===== src/rtl/core/sob_pkg.sv =====
`default_nettype none
// ----------------------------------------------------------------------------
// sob_pkg: shared types and constants for the Sobel orientation field unit
// Widths, register map, controller states and command/status bundles.
// ----------------------------------------------------------------------------
package sob_pkg;

    localparam int MAX_WIDTH_DEF  = 1024;
    localparam int MAX_HEIGHT_DEF = 1024;
    localparam int FRAC_BITS_DEF  = 15;

    localparam int CFG_DIM_W = 11;
    localparam int EPS_W     = 23;
    localparam int PIX_W     = 8;
    localparam int GRAD_W    = 11;
    localparam int MAG_W     = 10;
    localparam int SQ_W      = 22;
    localparam int ROOT_W    = 23;
    localparam int DEN_W     = 24;
    localparam int OUT_W     = 16;
    localparam int APB_AW    = 4;
    localparam int APB_DW    = 32;

    localparam logic [CFG_DIM_W-1:0] WIDTH_RST  = 11'd640;
    localparam logic [CFG_DIM_W-1:0] HEIGHT_RST = 11'd480;
    localparam logic [EPS_W-1:0]     EPS_RST    = 23'd1;

    localparam logic [1:0] REG_WIDTH  = 2'd0;
    localparam logic [1:0] REG_HEIGHT = 2'd1;
    localparam logic [1:0] REG_EPS    = 2'd2;

    localparam logic OP_PIXEL = 1'b0;
    localparam logic OP_DRAIN = 1'b1;

    typedef enum logic [3:0] {
        ST_IDLE,
        ST_LOAD,
        ST_SQUARE,
        ST_SUM,
        ST_SQRT,
        ST_DEN,
        ST_DIVX_INIT,
        ST_DIVX,
        ST_DIVY_INIT,
        ST_DIVY,
        ST_OUT
    } sob_state_t;

    typedef struct packed {
        logic accept;
        logic load;
        logic square;
        logic sum;
        logic sqrt_step;
        logic den;
        logic div_init;
        logic div_sel;
        logic div_step;
        logic out_write;
    } sob_cmd_t;

    typedef struct packed {
        logic skip;
        logic has_result;
        logic sqrt_done;
        logic div_done;
        logic out_full;
    } sob_status_t;

    // signed Q1.15 result from quotient magnitude, saturated
    function automatic logic [OUT_W-1:0] sat_q(input logic neg, input logic [31:0] q);
        logic [31:0] lim;
        if (neg) begin
            lim = (q > 32'd32768) ? 32'd32768 : q;
            return OUT_W'(32'd0 - lim);
        end else begin
            lim = (q > 32'd32767) ? 32'd32767 : q;
            return OUT_W'(lim);
        end
    endfunction

endpackage
`default_nettype wire


===== src/rtl/core/sob_ctrl.sv =====
`default_nettype none
// ----------------------------------------------------------------------------
// sob_ctrl: sequencing controller
// Steps one item through load, square, root, and two divisions.
// ----------------------------------------------------------------------------
module sob_ctrl (
    input  wire logic                 aclk,
    input  wire logic                 aresetn,
    input  wire logic                 s_tvalid,
    output logic                      s_tready,
    input  wire sob_pkg::sob_status_t status,
    output sob_pkg::sob_cmd_t         cmd
);
    import sob_pkg::*;

    sob_state_t state_reg;
    sob_state_t state_next;

    always_ff @(posedge aclk) begin
        if (!aresetn) begin
            state_reg <= ST_IDLE;
        end else begin
            state_reg <= state_next;
        end
    end

    always_comb begin
        state_next = state_reg;
        cmd        = '0;
        s_tready   = 1'b0;
        unique case (state_reg)
            ST_IDLE: begin
                s_tready = 1'b1;
                if (s_tvalid) begin
                    cmd.accept = 1'b1;
                    if (!status.skip) state_next = ST_LOAD;
                end
            end
            ST_LOAD: begin
                cmd.load   = 1'b1;
                state_next = status.has_result ? ST_SQUARE : ST_IDLE;
            end
            ST_SQUARE: begin
                cmd.square = 1'b1;
                state_next = ST_SUM;
            end
            ST_SUM: begin
                cmd.sum    = 1'b1;
                state_next = ST_SQRT;
            end
            ST_SQRT: begin
                cmd.sqrt_step = 1'b1;
                if (status.sqrt_done) state_next = ST_DEN;
            end
            ST_DEN: begin
                cmd.den    = 1'b1;
                state_next = ST_DIVX_INIT;
            end
            ST_DIVX_INIT: begin
                cmd.div_init = 1'b1;
                state_next   = ST_DIVX;
            end
            ST_DIVX: begin
                cmd.div_step = 1'b1;
                if (status.div_done) state_next = ST_DIVY_INIT;
            end
            ST_DIVY_INIT: begin
                cmd.div_init = 1'b1;
                cmd.div_sel  = 1'b1;
                state_next   = ST_DIVY;
            end
            ST_DIVY: begin
                cmd.div_step = 1'b1;
                cmd.div_sel  = 1'b1;
                if (status.div_done) state_next = ST_OUT;
            end
            ST_OUT: begin
                if (!status.out_full) begin
                    cmd.out_write = 1'b1;
                    state_next    = ST_IDLE;
                end
            end
            default: state_next = ST_IDLE;
        endcase
    end

endmodule
`default_nettype wire


===== config.mk =====
export PLATFORM = sky130hd
export DESIGN_NAME = sob_ctrl
export DESIGN_NICKNAME = d
export VERILOG_FILES = /design/src/rtl/core/sob_pkg.sv /design/src/rtl/core/sob_ctrl.sv
export SDC_FILE = /design/constraint.sdc
export NUM_CORES = 1
export LEC_CHECK = 0
export BUFFER_PORTS_ARGS = -buffer_cell sky130_fd_sc_hd__buf_2
export CAP_MARGIN = 40
export CORE_AREA = 3 3 40 42
export CTS_CLUSTER_DIAMETER = 30
export DETAILED_ROUTE_END_ITERATION = 8
export DIE_AREA = 0 0 43 45
export PLACE_DENSITY_LB_ADDON = 0.12
export SYNTH_ARGS = -nofsm -noshare
export SYNTH_HDL_FRONTEND = slang
export SYNTH_SLANG_ARGS = --single-unit

===== constraint.sdc =====
create_clock -name aclk -period 3.9 [get_ports aclk]
set_clock_uncertainty 0.1 [all_clocks]
set_input_delay 0.39 -clock aclk [delete_from_list [all_inputs] [get_ports aclk]]
set_output_delay 0.39 -clock aclk [all_outputs]
set_load 0.005 [all_outputs]

### Word-level counts from Yosys, hierarchy flattened

Cells that the tools add are included.

* add/sub/neg operators: 0
* $mul: 0
* div/mod/pow operators: 0
* magnitude comparators: 0
* equal/unequal tests: 16
* shift-type cells: 0
* multiplexer cells: 21
* bitwise logic cells: 0
* reductions and logical operators: 5

Operator list (count)
* $pmux 4 s11: 1
* $mux 4: 6
* $eq 4x3->1 const B: 4
* $mux 1: 13
* $eq 4x4->1 const B: 3
* $ne 2x2->1 const B: 6
* $eq 4x2->1 const B: 2
* $reduce_and 6->1: 1
* $reduce_or 2->1: 3
* $eq 4x1->1 const B: 1
* $logic_not 4->1: 1
* $mux 2: 1

* bits in registers: 4
* latch bits: 0
* memory bits (writable): 0
* ROM bits: 0
* input bits: 8
* word-level logic and storage cells: 43
* memories kept: 0

### Longest topological paths before layout

* depth after elaboration: 3
* mapped depth: 5

### Worst setup path after synthesis

No wires, ideal clock.

* path kind: reg2out
* from: reg state_reg[3]
* to: out cmd[3] (netlist name)
* arrival: 1.063 ns
* slack: 2.347 ns
* stages on the path, launching flop included: 5
* cells stage by stage: dfxtp_1 -> buf_4 -> or2b_1 -> mux2i_1 -> nor2b_1

RTL lines
* from (decl): RTL line sob_ctrl.sv:16 `sob_state_t state_reg;`
* from (signal assigned): RTL line sob_ctrl.sv:23 `state_reg <= state_next;`
* to (decl): RTL line sob_ctrl.sv:12 `output sob_pkg::sob_cmd_t cmd`

==> metrics.txt <==
status finished clean; Finished Cell Area 477 sq um; largest net degree at the start of global routing 15; WHS 0.322 ns; Hold Violations, Final 0; post-cts sizing count 0; WL final 955 um; Post-synth top flop dfxtp_1; Worst VDD drop 128 uV; Final min period 2.07 ns; post-DP HPWL 724 um; NumNets Final 81; crit path kind reg2out; Worst EP arrival 1.58 ns; Crit Path Max Fanout 13; Yosys cell types 26; H-tree depth 1; Setup crit start kind register; Hold Crit Class in2reg; First DRT Iteration DRCs 5; PwrDens 264 nW/um^2; top cell type's share of synthesized area 0.217; number of register bits inferred by synthesis 4; RSZ-0062 raised after global routing no; cells on worst reg2reg path 4; Initial DRT Pass Iterations 4; Worst-Margin Slew 0.446 ns; CTS sink count 4; yosys warns 0; post-CTS setup buffers 0; max FFs per register 4; CTS Buf Count 3; Total GRT Usage 0.111; Reg2Reg Setup Slack 2.27 ns; die width 43 um; synthesized area per cell 6.84 sq um; Synth area leader dfxtp_1; first-pass GRT wire length 1590 um; Syn Nets 62; grt total ovfl 0; hold buffer count at cts 0; Async S/R FF share, synth 0; Setup violations, final 0; Seq/Total Area, Yosys 0.217; Critical path origin state_reg[2]; cell row count 13; PortBufs 18; total die area 1940 sq um; Post-Layout Cell Count 86; Die H 45 um; Worst Hold Depth 2; # diodes 0; hold worst-path end state_reg[3]; Post-synth EDFFs 0; area grow syn2layout 29.2%; max-cap violation count 0; Root Driver clkbuf_4; highest clock rate 484 MHz; Antenna Nets Post-Route 0; placed insts 83; Slew headroom 0.702; vias per cell 4.87; initial antenna violation count 0; clock latency on the worst-skew pair 0.24 ns; Critical R2R Launch state_reg[2]; DR vias 419; Post-Syn Instances 54; Fin Setup TNS 0 ns; post-layout util 0.371; I/O Pins 19; Synth Cell Area 369 sq um; CTS clk-pin slew, worst paths 0.04 ns; Setup crit end kind output pin; fraction of final layout cells sized beyond drive strength 1 0.310; Worst EP required 3.41 ns; vias in the first global route 377; Fillers 151; GPL Wtd Cong 0.692; FF-to-FF End state_reg[1]; Core Region 1280 sq um; Max Root-Sink Buffers 2; DRC violations left 0; CTS tree done; WL per Instance 11.1 um; Slew Viols, Final 0; Area contributors post-synth dfxtp_1 22%, nor3_1 9.5%, nand2b_1 8.5%; Hold Crit Start aresetn; period utilisation layout 0.530; Initial Util 0.287; LEAKAGE 0.220 nW; Area after DPL 454 sq um
[final cells by class]
type | instances | area [sq um] | share of cell area
multi-input cells | 43 | 254 | 0.533
repair buffers | 18 | 90.1 | 0.189
flip-flops and latches | 4 | 80.1 | 0.168
clock buffers | 3 | 22.5 | 0.0472
well taps | 15 | 18.8 | 0.0394
inverters | 3 | 11.3 | 0.0236
[critical path: stages, from the launching register on]
cell and delay (ns):
dfxtp_1 0.53, or2b_1 0.32, mux2i_1 0.22, nor2b_1 0.15, buf_2 0.12
[placed cells by master, fill, tap and decap left out, drive strengths merged]
cell,instances
a21boi,1
o21a,1
nor3,7
nand2b,5
a21oi,4
mux2i,2
nand3,1
and2,2
clkbuf,3
nor2b,1
a311oi,1
nand2,3
nor2,6
or2b,1
nor4,1
buf,18
nand4b,1
inv,3
o21bai,1
or4b,1
dfxtp,4
a22oi,1
o21ai,3
[synthesized netlist by cell type (2+ instances only)]
cell and count:
o21ai_0 2, nand2b_1 5, and2_1 2, buf_4 2, nor3_1 7, nand2_1 3, dfxtp_1 4, mux2i_1 2
a21oi_1 3, inv_1 3, nor2_1 6
[routing by layer]
layer  global-route usage  up-vias  wire length, um
li1                     -      222                -
met1                0.118      186              433
met2                0.195        9              461
met3               0.0319        2               48
met4               0.0723        0               11
met5                    0        -                0
[where the power goes]
group	internal (mW)	leakage, nW	total (mW)	switching (mW)
clock network	0.0344	0.0138	0.0513	0.0169
logic	0.0138	0.174	0.0252	0.0114
registers	0.0430	0.0325	0.0492	0.00626
[how the worst max path moves through the flow]
stage,end,slack [ns]
global route,cmd[3],1.69
detailed placement,cmd[3],2.07
CTS,cmd[3],1.81
finish,cmd[3],1.83
floorplan,cmd[3],2.35
global placement,cmd[3],2.09
[cell families after synthesis]
group           Yosys count  synth area share
compound gates           12             0.210
buf+inv                   7            0.0949
flops                     4             0.217
mux                       2            0.0542
simple gates             29             0.424
[per-stage QoR]
| stage | power, mW | setup slack [ns] |
|---|---|---|
| 4_1_cts | 0.129 | 1.81 |
| 5_1_grt | 0.134 | 1.69 |
| 3_3_place_gp | 0.0757 | 2.09 |
| 6_report | 0.126 | 1.83 |
| 3_5_place_dp | 0.0755 | 2.07 |
| 2_1_floorplan | 0.0644 | 2.35 |
Power figures use the tool's default switching activity.
