<file path="config.mk">
export PLATFORM = sky130hd
export DESIGN_NAME = sob_cfg
export DESIGN_NICKNAME = d
export VERILOG_FILES = /design/src/rtl/core/sob_pkg.sv /design/src/rtl/core/sob_cfg.sv
export SDC_FILE = /design/constraint.sdc
export NUM_CORES = 1
export LEC_CHECK = 0
export BUFFER_PORTS_ARGS = -buffer_cell sky130_fd_sc_hd__buf_4
export CAP_MARGIN = 15
export CORE_MARGIN = 3
export CORE_UTILIZATION = 48
export CTS_CLUSTER_DIAMETER = 30
export CTS_CLUSTER_SIZE = 16
export DETAILED_ROUTE_END_ITERATION = 8
export PLACE_DENSITY = 0.83
export SYNTH_ARGS = -nofsm -noshare
export SYNTH_HDL_FRONTEND = slang
export SYNTH_SLANG_ARGS = --single-unit
</file>
<file path="constraint.sdc">
create_clock -name aclk -period 3.1 [get_ports aclk]
set_input_delay 0.31 -clock aclk [delete_from_list [all_inputs] [get_ports aclk]]
set_output_delay 0.31 -clock aclk [all_outputs]
set_load 0.01 [all_outputs]
</file>
<file path="src/rtl/core/sob_pkg.sv">
`default_nettype none
// ----------------------------------------------------------------------------
// sob_pkg: shared types and constants for the Sobel orientation field unit
// Widths, register map, controller states and command/status bundles.
// ----------------------------------------------------------------------------
package sob_pkg;

    localparam int MAX_WIDTH_DEF  = 1024;
    localparam int MAX_HEIGHT_DEF = 1024;
    localparam int FRAC_BITS_DEF  = 15;

    localparam int CFG_DIM_W = 11;
    localparam int EPS_W     = 23;
    localparam int PIX_W     = 8;
    localparam int GRAD_W    = 11;
    localparam int MAG_W     = 10;
    localparam int SQ_W      = 22;
    localparam int ROOT_W    = 23;
    localparam int DEN_W     = 24;
    localparam int OUT_W     = 16;
    localparam int APB_AW    = 4;
    localparam int APB_DW    = 32;

    localparam logic [CFG_DIM_W-1:0] WIDTH_RST  = 11'd640;
    localparam logic [CFG_DIM_W-1:0] HEIGHT_RST = 11'd480;
    localparam logic [EPS_W-1:0]     EPS_RST    = 23'd1;

    localparam logic [1:0] REG_WIDTH  = 2'd0;
    localparam logic [1:0] REG_HEIGHT = 2'd1;
    localparam logic [1:0] REG_EPS    = 2'd2;

    localparam logic OP_PIXEL = 1'b0;
    localparam logic OP_DRAIN = 1'b1;

    typedef enum logic [3:0] {
        ST_IDLE,
        ST_LOAD,
        ST_SQUARE,
        ST_SUM,
        ST_SQRT,
        ST_DEN,
        ST_DIVX_INIT,
        ST_DIVX,
        ST_DIVY_INIT,
        ST_DIVY,
        ST_OUT
    } sob_state_t;

    typedef struct packed {
        logic accept;
        logic load;
        logic square;
        logic sum;
        logic sqrt_step;
        logic den;
        logic div_init;
        logic div_sel;
        logic div_step;
        logic out_write;
    } sob_cmd_t;

    typedef struct packed {
        logic skip;
        logic has_result;
        logic sqrt_done;
        logic div_done;
        logic out_full;
    } sob_status_t;

    // signed Q1.15 result from quotient magnitude, saturated
    function automatic logic [OUT_W-1:0] sat_q(input logic neg, input logic [31:0] q);
        logic [31:0] lim;
        if (neg) begin
            lim = (q > 32'd32768) ? 32'd32768 : q;
            return OUT_W'(32'd0 - lim);
        end else begin
            lim = (q > 32'd32767) ? 32'd32767 : q;
            return OUT_W'(lim);
        end
    endfunction

endpackage
`default_nettype wire

</file>
<file path="src/rtl/core/sob_cfg.sv">
`default_nettype none
// ----------------------------------------------------------------------------
// sob_cfg: configuration register file
// APB-style slave holding frame width, frame height and epsilon.
// ----------------------------------------------------------------------------
module sob_cfg (
    input  wire logic                          aclk,
    input  wire logic                          aresetn,
    input  wire logic                          psel,
    input  wire logic                          penable,
    input  wire logic                          pwrite,
    input  wire logic [sob_pkg::APB_AW-1:0]    paddr,
    input  wire logic [sob_pkg::APB_DW-1:0]    pwdata,
    output logic      [sob_pkg::APB_DW-1:0]    prdata,
    output logic                               pready,
    output logic      [sob_pkg::CFG_DIM_W-1:0] frame_width,
    output logic      [sob_pkg::CFG_DIM_W-1:0] frame_height,
    output logic      [sob_pkg::EPS_W-1:0]     epsilon
);
    import sob_pkg::*;

    logic [CFG_DIM_W-1:0] width_reg;
    logic [CFG_DIM_W-1:0] height_reg;
    logic [EPS_W-1:0]     eps_reg;
    logic                 wr_en;
    logic [1:0]           reg_idx;

    assign pready  = 1'b1;
    assign wr_en   = psel && penable && pwrite && pready;
    assign reg_idx = paddr[3:2];

    always_ff @(posedge aclk) begin
        if (!aresetn) begin
            width_reg  <= WIDTH_RST;
            height_reg <= HEIGHT_RST;
            eps_reg    <= EPS_RST;
        end else if (wr_en) begin
            unique case (reg_idx)
                REG_WIDTH:  width_reg  <= pwdata[CFG_DIM_W-1:0];
                REG_HEIGHT: height_reg <= pwdata[CFG_DIM_W-1:0];
                REG_EPS:    eps_reg    <= pwdata[EPS_W-1:0];
                default: ;
            endcase
        end
    end

    always_comb begin
        unique case (reg_idx)
            REG_WIDTH:  prdata = APB_DW'(width_reg);
            REG_HEIGHT: prdata = APB_DW'(height_reg);
            REG_EPS:    prdata = APB_DW'(eps_reg);
            default:    prdata = '0;
        endcase
    end

    assign frame_width  = width_reg;
    assign frame_height = height_reg;
    assign epsilon      = eps_reg;

endmodule
`default_nettype wire

</file>
## Yosys cells after proc, flatten, opt, wreduce, memory -nomap -nowiden

Cells that the tools add are included.

| operators by class | value |
|---|---|
| bitwise gates (word level) | 0 |
| $add $sub $neg | 0 |
| shifts and indexed selects | 0 |
| reduce and logical (&&, ||, !) cells | 6 |
| divide/modulo/power cells | 0 |
| equality and inequality tests | 2 |
| mux-type cells | 1 |
| multiply operators | 0 |
| order comparisons | 0 |

Operator list:

| kind | count |
|---|---|
| 23-bit one-hot mux with 3 select lines | 1 |
| 2-bit AND reduction | 3 |
| 2-bit by 1-bit == test with 1-bit output, second input constant | 1 |
| 2-bit == test, second input constant | 1 |
| 1-bit logical AND | 2 |
| 2-bit logical NOT | 1 |

| word-level totals | value |
|---|---|
| register bits after elaboration | 45 |
| RAM bits | 0 |
| memories kept | 0 |
| bits of input ports | 41 |
| word-level logic and storage cells | 12 |
| memory bits (read-only) | 0 |
| latch bits | 0 |
| output and inout bits | 78 |

## Depth between registers and ports, before layout

Gate-level depths: netlist of the first run.

| depth | value |
|---|---|
| depth after elaboration | 3 |
| gate-level depth with buffers | 6 |
| mapped depth without buffers | 3 |

## Worst setup path before layout of the first run

OpenSTA, ideal clock, no wires.

| timing | value |
|---|---|
| kind | input-to-output |
| start | in paddr[3] (netlist bit) |
| end | out prdata[0] (netlist bit) |
| path slack | 1703 ps |
| data required time | 2790 ps |
| buffers on the path | 2 |
| stages | 4 |
| arrival | 1087 ps |
| cell sequence | buf_2 -> buf_2 -> mux2i_1 -> o21ai_0 |

| on the way | value |
|---|---|
| cells in the longest elaborated chain, start to end | 2 |
| elaborated cells between the ends (all ways) | 4 |
| those cells by class | eq/ne (2); mux (1); reduce/logical (1) |

RTL lines:

| what | line | source |
|---|---|---|
| start: declaration | sob_cfg.sv:12 | `input wire logic [sob_pkg::APB_AW-1:0] paddr,` |
| 2-bit == test, or another cell as far along | sob_cfg.sv:48 | `unique case (reg_idx)` |
| 23-bit one-hot mux with 3 select lines * | sob_cfg.sv:48 |  |
| end: declaration | sob_cfg.sv:14 | `output logic [sob_pkg::APB_DW-1:0] prdata,` |

Mark *: on every way between the ends. The rest lies on a longest branch, timed or not.

## Worst setup path in the final report of the first run

| timing | value |
|---|---|
| start | in paddr[3] (netlist bit) |
| end | out prdata[10] (netlist bit) |

Same word-level chain as after synthesis.

==> out/qor.csv, run 1 <==
metric,value,unit
reg2reg_depth,3,
whs,0.258,ns
synth_async_sr_flop_share,0,%
wirelength,5210,um
areaGrowthSynthToFinish,33.0,%
leakage,1.38,nW
reg2reg_slack,2.32,ns
worstPathMaxFanout,15,
clock_path_buffers,2,
fin_cells,383,
layout_worst_path_cycle_share,60.4,%
drc,0,
yosysSeqAreaShare,41.3,%
required,2.79,ns
endpoint_kind,output pin,
wl_per_cell,13.6,um
nNetsFinal,373,
die_y,73.4,um
synth_flop_cell,dfxtp_1,
first_iter_violations,67,
setup_viol,0,
endpoint,prdata[10],
ios,119,
hold_buffers,0,
maxSlewViolCount,0,
maxCapViolCount,0,
yosysUniqueCellTypes,21,
tns,0,ns
fin_crit,1.87,ns
cp-start-kind,primary input,
viasPerCell,4.95,
netlist_instances,249,
fp-row-count,23,
clk_pin_slew,0.09,ns
synth_most_common_cell,nand2_1,
worstMarginPinSlew,0.658,ns
synth_top_area_share,41.3,%
synth_area,2180,um2
crit_arrival,1.56,ns
skew,0,ns
place_inst,375,
grt_max_degree,70,
synth_top_cells_by_count,"72 x nand2_1, 50 x mux2i_1, 45 x dfxtp_1, 13 x and2_1",
r2r_end,frame_height[7],
h-tree-depth,2,
start_util,51.9,%
hold_viol,0,
track_usage,19.6,%
status,finished clean,
crit_start,paddr[3],
die_w,73.4,um
drive_gt1_share,33.0,%
grt_pass1_wl,8140,um
port_buffers,97,
p_per_area,376,nW/um2
grt_pass1_vias,1767,
dp_hpwl,3630,um
yosys_register_bits,45,
dr.pass1.iters,4,
post_cts_buffers,0,
cts_tree,yes,
hp-class,primary input to flip-flop,
cts_resized,0,
fmax,534,MHz
num_vias,1896,
drt.antenna.violating_nets,0,
synth_top_area_cell,dfxtp_1,
cts.sinks,45,
synth-edff-count,0,
overflow,0,
path_class,primary input to output pin,
place.gp.congestion,0.732,
root_buffer,clkbuf_8,
fp.coreArea,4200,um2
dieArea,5390,um2
cts_buffers,5,
yosys-top-cells-area,"dfxtp_1 41%, mux2i_1 23%, nand2_1 12%",
synth_area_per_cell,8.75,um2
clock_latency,0.29,ns
slew_headroom,56.1,%
rsz0062_at_grt,false,
irDropWorstVdd,0.232,mV
diodes,0,
antenna_found_initial,0,
synth-warning-count,0,
timing.rr.start,frame_height[7],
[area by class of cell]
| type | instances | area [um2] |
|---|---|---|
| fill | 342 | 1300 |
| multi-input combinational | 177 | 1090 |
| sequential | 45 | 901 |
| timing repair buffer | 98 | 736 |
| clock buffer | 5 | 68.8 |
| tap | 50 | 62.6 |
| clock inverter | 3 | 21.3 |
| inverter | 5 | 18.8 |
[placed cells by master, fill, tap and decap left out, types with 2 or more instances in the layout]
master	instances
dfxtp_1	45
o211ai_1	5
nand3_1	5
nand2_1	72
buf_4	98
conb_1	10
mux2i_1	50
a21oi_1	2
inv_1	5
o21ai_0	11
nor2b_1	3
clkbuf_8	5
and2_1	13
[stage by stage]
stage	power [mW]	area, um2	utilization (%)	setup WS (ns)
after floorplan	0.686	2210	-	1.70
after global placement	0.734	2810	66.9	1.19
after detailed placement	0.736	2810	66.9	1.16
after CTS	1.10	2900	69.0	1.21
after global routing	1.14	2900	69.0	1.08
final	1.09	2900	69.0	1.23
[power by group]
group          internal [mW]  switching [mW]
clock                  0.160           0.207
combinational         0.0612          0.0692
sequential             0.586         0.00603
[sequential cells by signal, summed over array words and instances (netlist names)]
name and count:
epsilon 23, frame_height 11, frame_width 11
[routing by layer]
layer	wire length (um)	up-vias	global-route usage [%]
met2	2390	76	31.2
met3	528	2	7.66
li1	-	954	-
met5	0	-	0
met4	23	0	6.64
met1	2270	864	24.3
[worst max-delay path, stage by stage]
cell and delay [ns]:
buf_4 0.20, nor2b_1 0.49, buf_4 0.27, nand2_1 0.06, o21ai_0 0.08, buf_4 0.16
[logic make-up after synthesis]
family	after synthesis	synth area share, %
AOI/OAI and AO/OA	19	5.05
and+or+nand+nor	98	20.3
buffers and inverters	35	9.99
DFF	45	41.3
muxes	50	23.0
other	2	0.345
[worst min-delay path by stage]
stage / slack [ns] / to / startpoint / cells after the start
final: 0.26 / epsilon[12] / pwdata[12] / 3
after global routing: 0.25 / epsilon[17] / pwdata[17] / 3
after CTS: 0.25 / epsilon[13] / pwdata[13] / 3
after detailed placement: 0.46 / epsilon[18] / epsilon[18] / 2
after global placement: 0.46 / epsilon[20] / epsilon[20] / 2
after floorplan: 0.45 / epsilon[11] / pwdata[11] / 2
Power figures use the tool's default switching activity.
==> run 2, diff against run 1 <==
- CORE_UTILIZATION: 48 -> 44
- PLACE_DENSITY: 0.83 -> 0.77
- clock period: 3.1 -> 1.95 ns (I/O delays scaled with it)
==> run 2 against run 1 <==
  * Final cell count rose by 3.9%
  * Non-clock buffer count rose by 1
  * Via count increased by 0.90%
  * Sequential share of layout area down 0.42 points
  * Die area up 8.3%
  * Sequential cell count did not move
  * Combinational power rose by 60%
  * Routed wire length up 3.7%
  * Worst setup slack got worse by 0.57 ns
  * Clock power rose by 83%
  * First-iteration DRC count increased by 15%
  * Critical path type unchanged
  * Critical endpoint is now prdata[0]
  * Largest cell class unchanged
  * Highest routed layer unchanged
==> out/qor.csv, run 2 (same netlist as run 1, synthesis figures left out) <==
metric,value,unit
status,finished clean,
cp-start-kind,primary input,
worstMarginPinSlew,0.622,ns
h-tree-depth,2,
multi_input_area,1090,um2
irDropWorstVdd,0.292,mV
first_iter_violations,77,
placed_area,2840,um2
root_buffer,clkbuf_8,
layout_worst_path_cycle_share,66.4,%
p_sw_share,22.9,%
setup_viol,0,
nNetsFinal,374,
post-route-worst-setup-slack,0.656,ns
layout.cells.most_common,buf_4,
clock_path_buffers,2,
grt_max_degree,70,
hold_viol,0,
tns,0,ns
crit_arrival,1.10,ns
slew_headroom,58.5,%
cts.sinks,45,
dr.pass1.iters,4,
required,1.75,ns
p_int,1.40,mW
areaGrowthSynthToFinish,34.8,%
cts_resized,0,
drc,0,
p_per_area,619,nW/um2
fp.coreArea,4560,um2
power.share.clock,36.8,%
place.gp.congestion,0.715,
drive_gt1_share,33.0,%
track_usage,18.4,%
fill_cells,409,
grt_use_met2,32.1,%
wirelength,5400,um
pre_cts_slack,0.382,ns
dp_hpwl,3820,um
fmax,773,MHz
design_area,2940,um2
sequentialPowerShare,51.7,%
cts_buffers,5,
fin_crit,1.29,ns
clk_pin_slew,0.08,ns
maxCapViolCount,0,
top_usage_layer,met2,
place_inst,391,
met1_usage,21.9,%
switching_power,0.417,mW
reg2reg_slack,1.19,ns
viasPerCell,4.81,
maxSlewViolCount,0,
drt.antenna.violating_nets,0,
die_w,76.4,um
hp-class,primary input to flip-flop,
fp-row-count,24,
worstPathMaxFanout,15,
crit_start,paddr[2],
diodes,0,
hold_buffers,0,
clock_latency,0.29,ns
most-common-layout-cells,"99 x buf_4, 72 x nand2_1, 50 x mux2i_1",
leakage,1.40,nW
grt_pass1_wl,8870,um
ios,119,
hold_start,pwdata[15],
path_class,primary input to output pin,
combPwrFrac,11.4,%
die_y,76.4,um
dieArea,5830,um2
timing.rr.start,frame_height[7],
largest_reg_flops,23,
port_buffers,97,
skew,0,ns
wl_per_cell,13.6,um
cts_tree,yes,
fin_cells,398,
rsz0062_at_grt,false,
start_util,47.8,%
endpoint_kind,output pin,
grt_pass1_vias,1903,
num_vias,1913,
overflow,0,
seqCellArea,901,um2
grt_util_met3,6.15,%
post_cts_buffers,0,
antenna_found_initial,0,
[run 2: worst max-delay path, cell delays in order]
cell and delay (ns):
buf_4 0.18, nor2b_1 0.17, buf_4 0.23, nand2_1 0.07
o21ai_0 0.09, buf_4 0.16
[run 2: cell type report]
cell class | count | share of cell area, %
Timing Repair Buffer | 99 | 25.3
Inverter | 5 | 0.639
Sequential cell | 45 | 30.7
Multi-Input combinational cell | 177 | 37.1
Clock buffer | 5 | 2.34
Clock inverter | 2 | 1.19
Tap cell | 65 | 2.77
[run 2: power by group through the flow]
stage / sequential, mW / clock [mW] / combinational (mW)
6_report: 0.941 / 0.670 / 0.208
5_1_grt: 0.943 / 0.714 / 0.229
4_1_cts: 0.941 / 0.689 / 0.210
3_5_place_dp: 0.962 / 0 / 0.210
3_3_place_gp: 0.962 / 0 / 0.206
2_1_floorplan: 0.967 / 0 / 0.124
[run 2: path summary, 6_finish.rpt]
check / to / cells past startpoint
min reg2reg: frame_height[2] / 2
min: epsilon[15] / 3
max: prdata[0] / 6
max reg2reg: frame_height[7] / 3
[run 2: per-stage QoR]
stage / hold slack (ns) / util, % / power, mW
2_1_floorplan: 0.337 / - / 1.09
3_3_place_gp: 0.453 / 62.1 / 1.17
3_5_place_dp: 0.462 / 62.1 / 1.17
4_1_cts: 0.143 / 64.4 / 1.84
5_1_grt: 0.155 / 64.4 / 1.89
6_report: 0.152 / 64.4 / 1.82
[run 2: per-layer routing]
layer | wire length [um] | part of all wire, %
met1 | 2350 | 43
met2 | 2630 | 49
met3 | 407 | 7.5
met4 | 23 | 0.43
met5 | 0 | 0
==> run 3, diff against run 2 <==
- clock period: 1.95 -> 1.3 ns (I/O delays scaled with it)
==> run 3 against run 2 <==
  * Worst setup slack got worse by 0.53 ns
  * Hold slack worse by 0.074 ns
  * Clock skew did not move
  * Core utilization rose by 2.6 points
  * Via count up 0.94%
  * Sequential cell count is the same
  * Non-clock buffer count up 10
  * Clock power is 57% higher
  * Combinational power is 63% higher
  * Design area grew 4.1%
  * Critical path type is now flip-flop to output pin
  * Largest cell class unchanged
  * Largest power group unchanged
  * Highest routed layer unchanged
==> out/qor.csv, run 3 (same netlist as run 1, synthesis figures left out) <==
metric,value,unit
largest_reg_flops,23,
irDropWorstVdd,0.567,mV
rsz0062_at_grt,false,
h-tree-depth,2,
dp_hpwl,4040,um
seqCellArea,901,um2
grt_pass1_wl,8970,um
hp-class,primary input to flip-flop,
ios,119,
place.gp.congestion,0.745,
max_stage_delay,0.38,ns
placed_area,2950,um2
track_usage,18.6,%
endpoint_kind,output pin,
p_int,2.14,mW
fmax,849,MHz
tns,0,ns
sequentialPowerShare,50.3,%
cp_cell_sequence,mux2i_1 -> o21ai_1 -> buf_4,
power.share.clock,37.5,%
dieArea,5830,um2
p_per_area,916,nW/um2
antenna_found_initial,0,
maxCapViolCount,0,
cp_top_family,flip-flops,
root_buffer,clkbuf_8,
maxSlewViolCount,0,
multi_input_area,1090,um2
clock_latency,0.29,ns
clock_path_buffers,2,
worstPathMaxFanout,3,
layout.cells.most_common,buf_4,
cp-start-kind,flip-flop,
die_w,76.4,um
fp-row-count,24,
port_buffers,97,
wirelength,5360,um
die_y,76.4,um
start_util,47.8,%
crit_arrival,1.05,ns
grt_max_degree,30,
cts_buffers,5,
first_iter_violations,63,
most-common-layout-cells,"106 x buf_4, 72 x nand2_1, 50 x mux2i_1",
overflow,0,
required,1.17,ns
wl_per_cell,13.1,um
num_vias,1931,
drive_gt1_share,34.9,%
grt_pass1_vias,1941,
design_area,3060,um2
switching_power,0.659,mW
leakage,1.46,nW
combPwrFrac,12.1,%
fp.coreArea,4560,um2
p_sw_share,23.5,%
layout_worst_path_cycle_share,90.6,%
cts.sinks,45,
path_buf_inv,1,
fin_util,67.0,%
nNetsFinal,384,
drt.antenna.violating_nets,0,
fin_crit,1.18,ns
diodes,0,
cts_tree,yes,
dr.pass1.iters,4,
status,finished clean,
viasPerCell,4.72,
areaGrowthSynthToFinish,40.4,%
drc,0,
reg2reg_slack,0.57,ns
skew,0,ns
setup_viol,0,
path_class,flip-flop to output pin,
slowest_stage,dfxtp_1,
hold_buffers,0,
fill_cells,410,
clk_pin_slew,0.08,ns
hold_viol,0,
run 3: per-stage QoR:
step | setup WS, ns | total power, mW | hold WS (ns) | std cells
3_3_place_gp | 0.164 | 1.78 | 0.387 | 401
6_report | 0.122 | 2.80 | 0.0786 | 409
3_5_place_dp | 0.116 | 1.79 | 0.394 | 401
5_1_grt | 0.00832 | 2.93 | 0.0724 | 409
2_1_floorplan | 0.222 | 1.64 | 0.272 | 257
4_1_cts | 0.0460 | 2.83 | 0.0723 | 409
run 3: repair_timing:
item                       4_1_cts  5_1_grt
buffers inserted                 0        0
setup endpoints to repair        0        4
hold endpoints to repair         0        0
resized for setup                0        4
run 3: path summary, 6_finish.rpt:
kind,from,to,depth (start not counted)
max,frame_width[0],prdata[0],3
min,pwdata[15],epsilon[15],3
max reg2reg,frame_height[7],frame_height[7],3
min reg2reg,epsilon[21],epsilon[21],2
run 3: power groups by stage:
| stage | Sequential (mW) | Clock [mW] | Combinational [mW] |
|---|---|---|---|
| after global placement | 1.44 | 0 | 0.338 |
| after detailed placement | 1.44 | 0 | 0.343 |
| after CTS | 1.41 | 1.08 | 0.344 |
| after global routing | 1.41 | 1.15 | 0.372 |
| after floorplan | 1.45 | 0 | 0.186 |
| final | 1.41 | 1.05 | 0.340 |
run 3: worst min-delay path, stage by stage:
cell     delay, ns
buf_4         0.11
nand2_1       0.04
mux2i_1       0.05
run 3: final cells by class:
cell class                 instances  share of cell area (%)
inverter                           5                   0.613
sequential                        45                    29.4
timing repair buffer             109                    28.0
clock buffer                       6                    2.37
clock inverter                     2                    1.27
multi-input combinational        177                    35.7
tap                               65                    2.66
run 3: layer usage:
layer	global-route usage [%]	vias to the layer above	part of all wire (%)
met1	22.5	863	43
met2	31.5	79	47
li1	-	984	-
met5	0	-	0
met4	6.52	0	1.2
met3	5.56	5	8.6
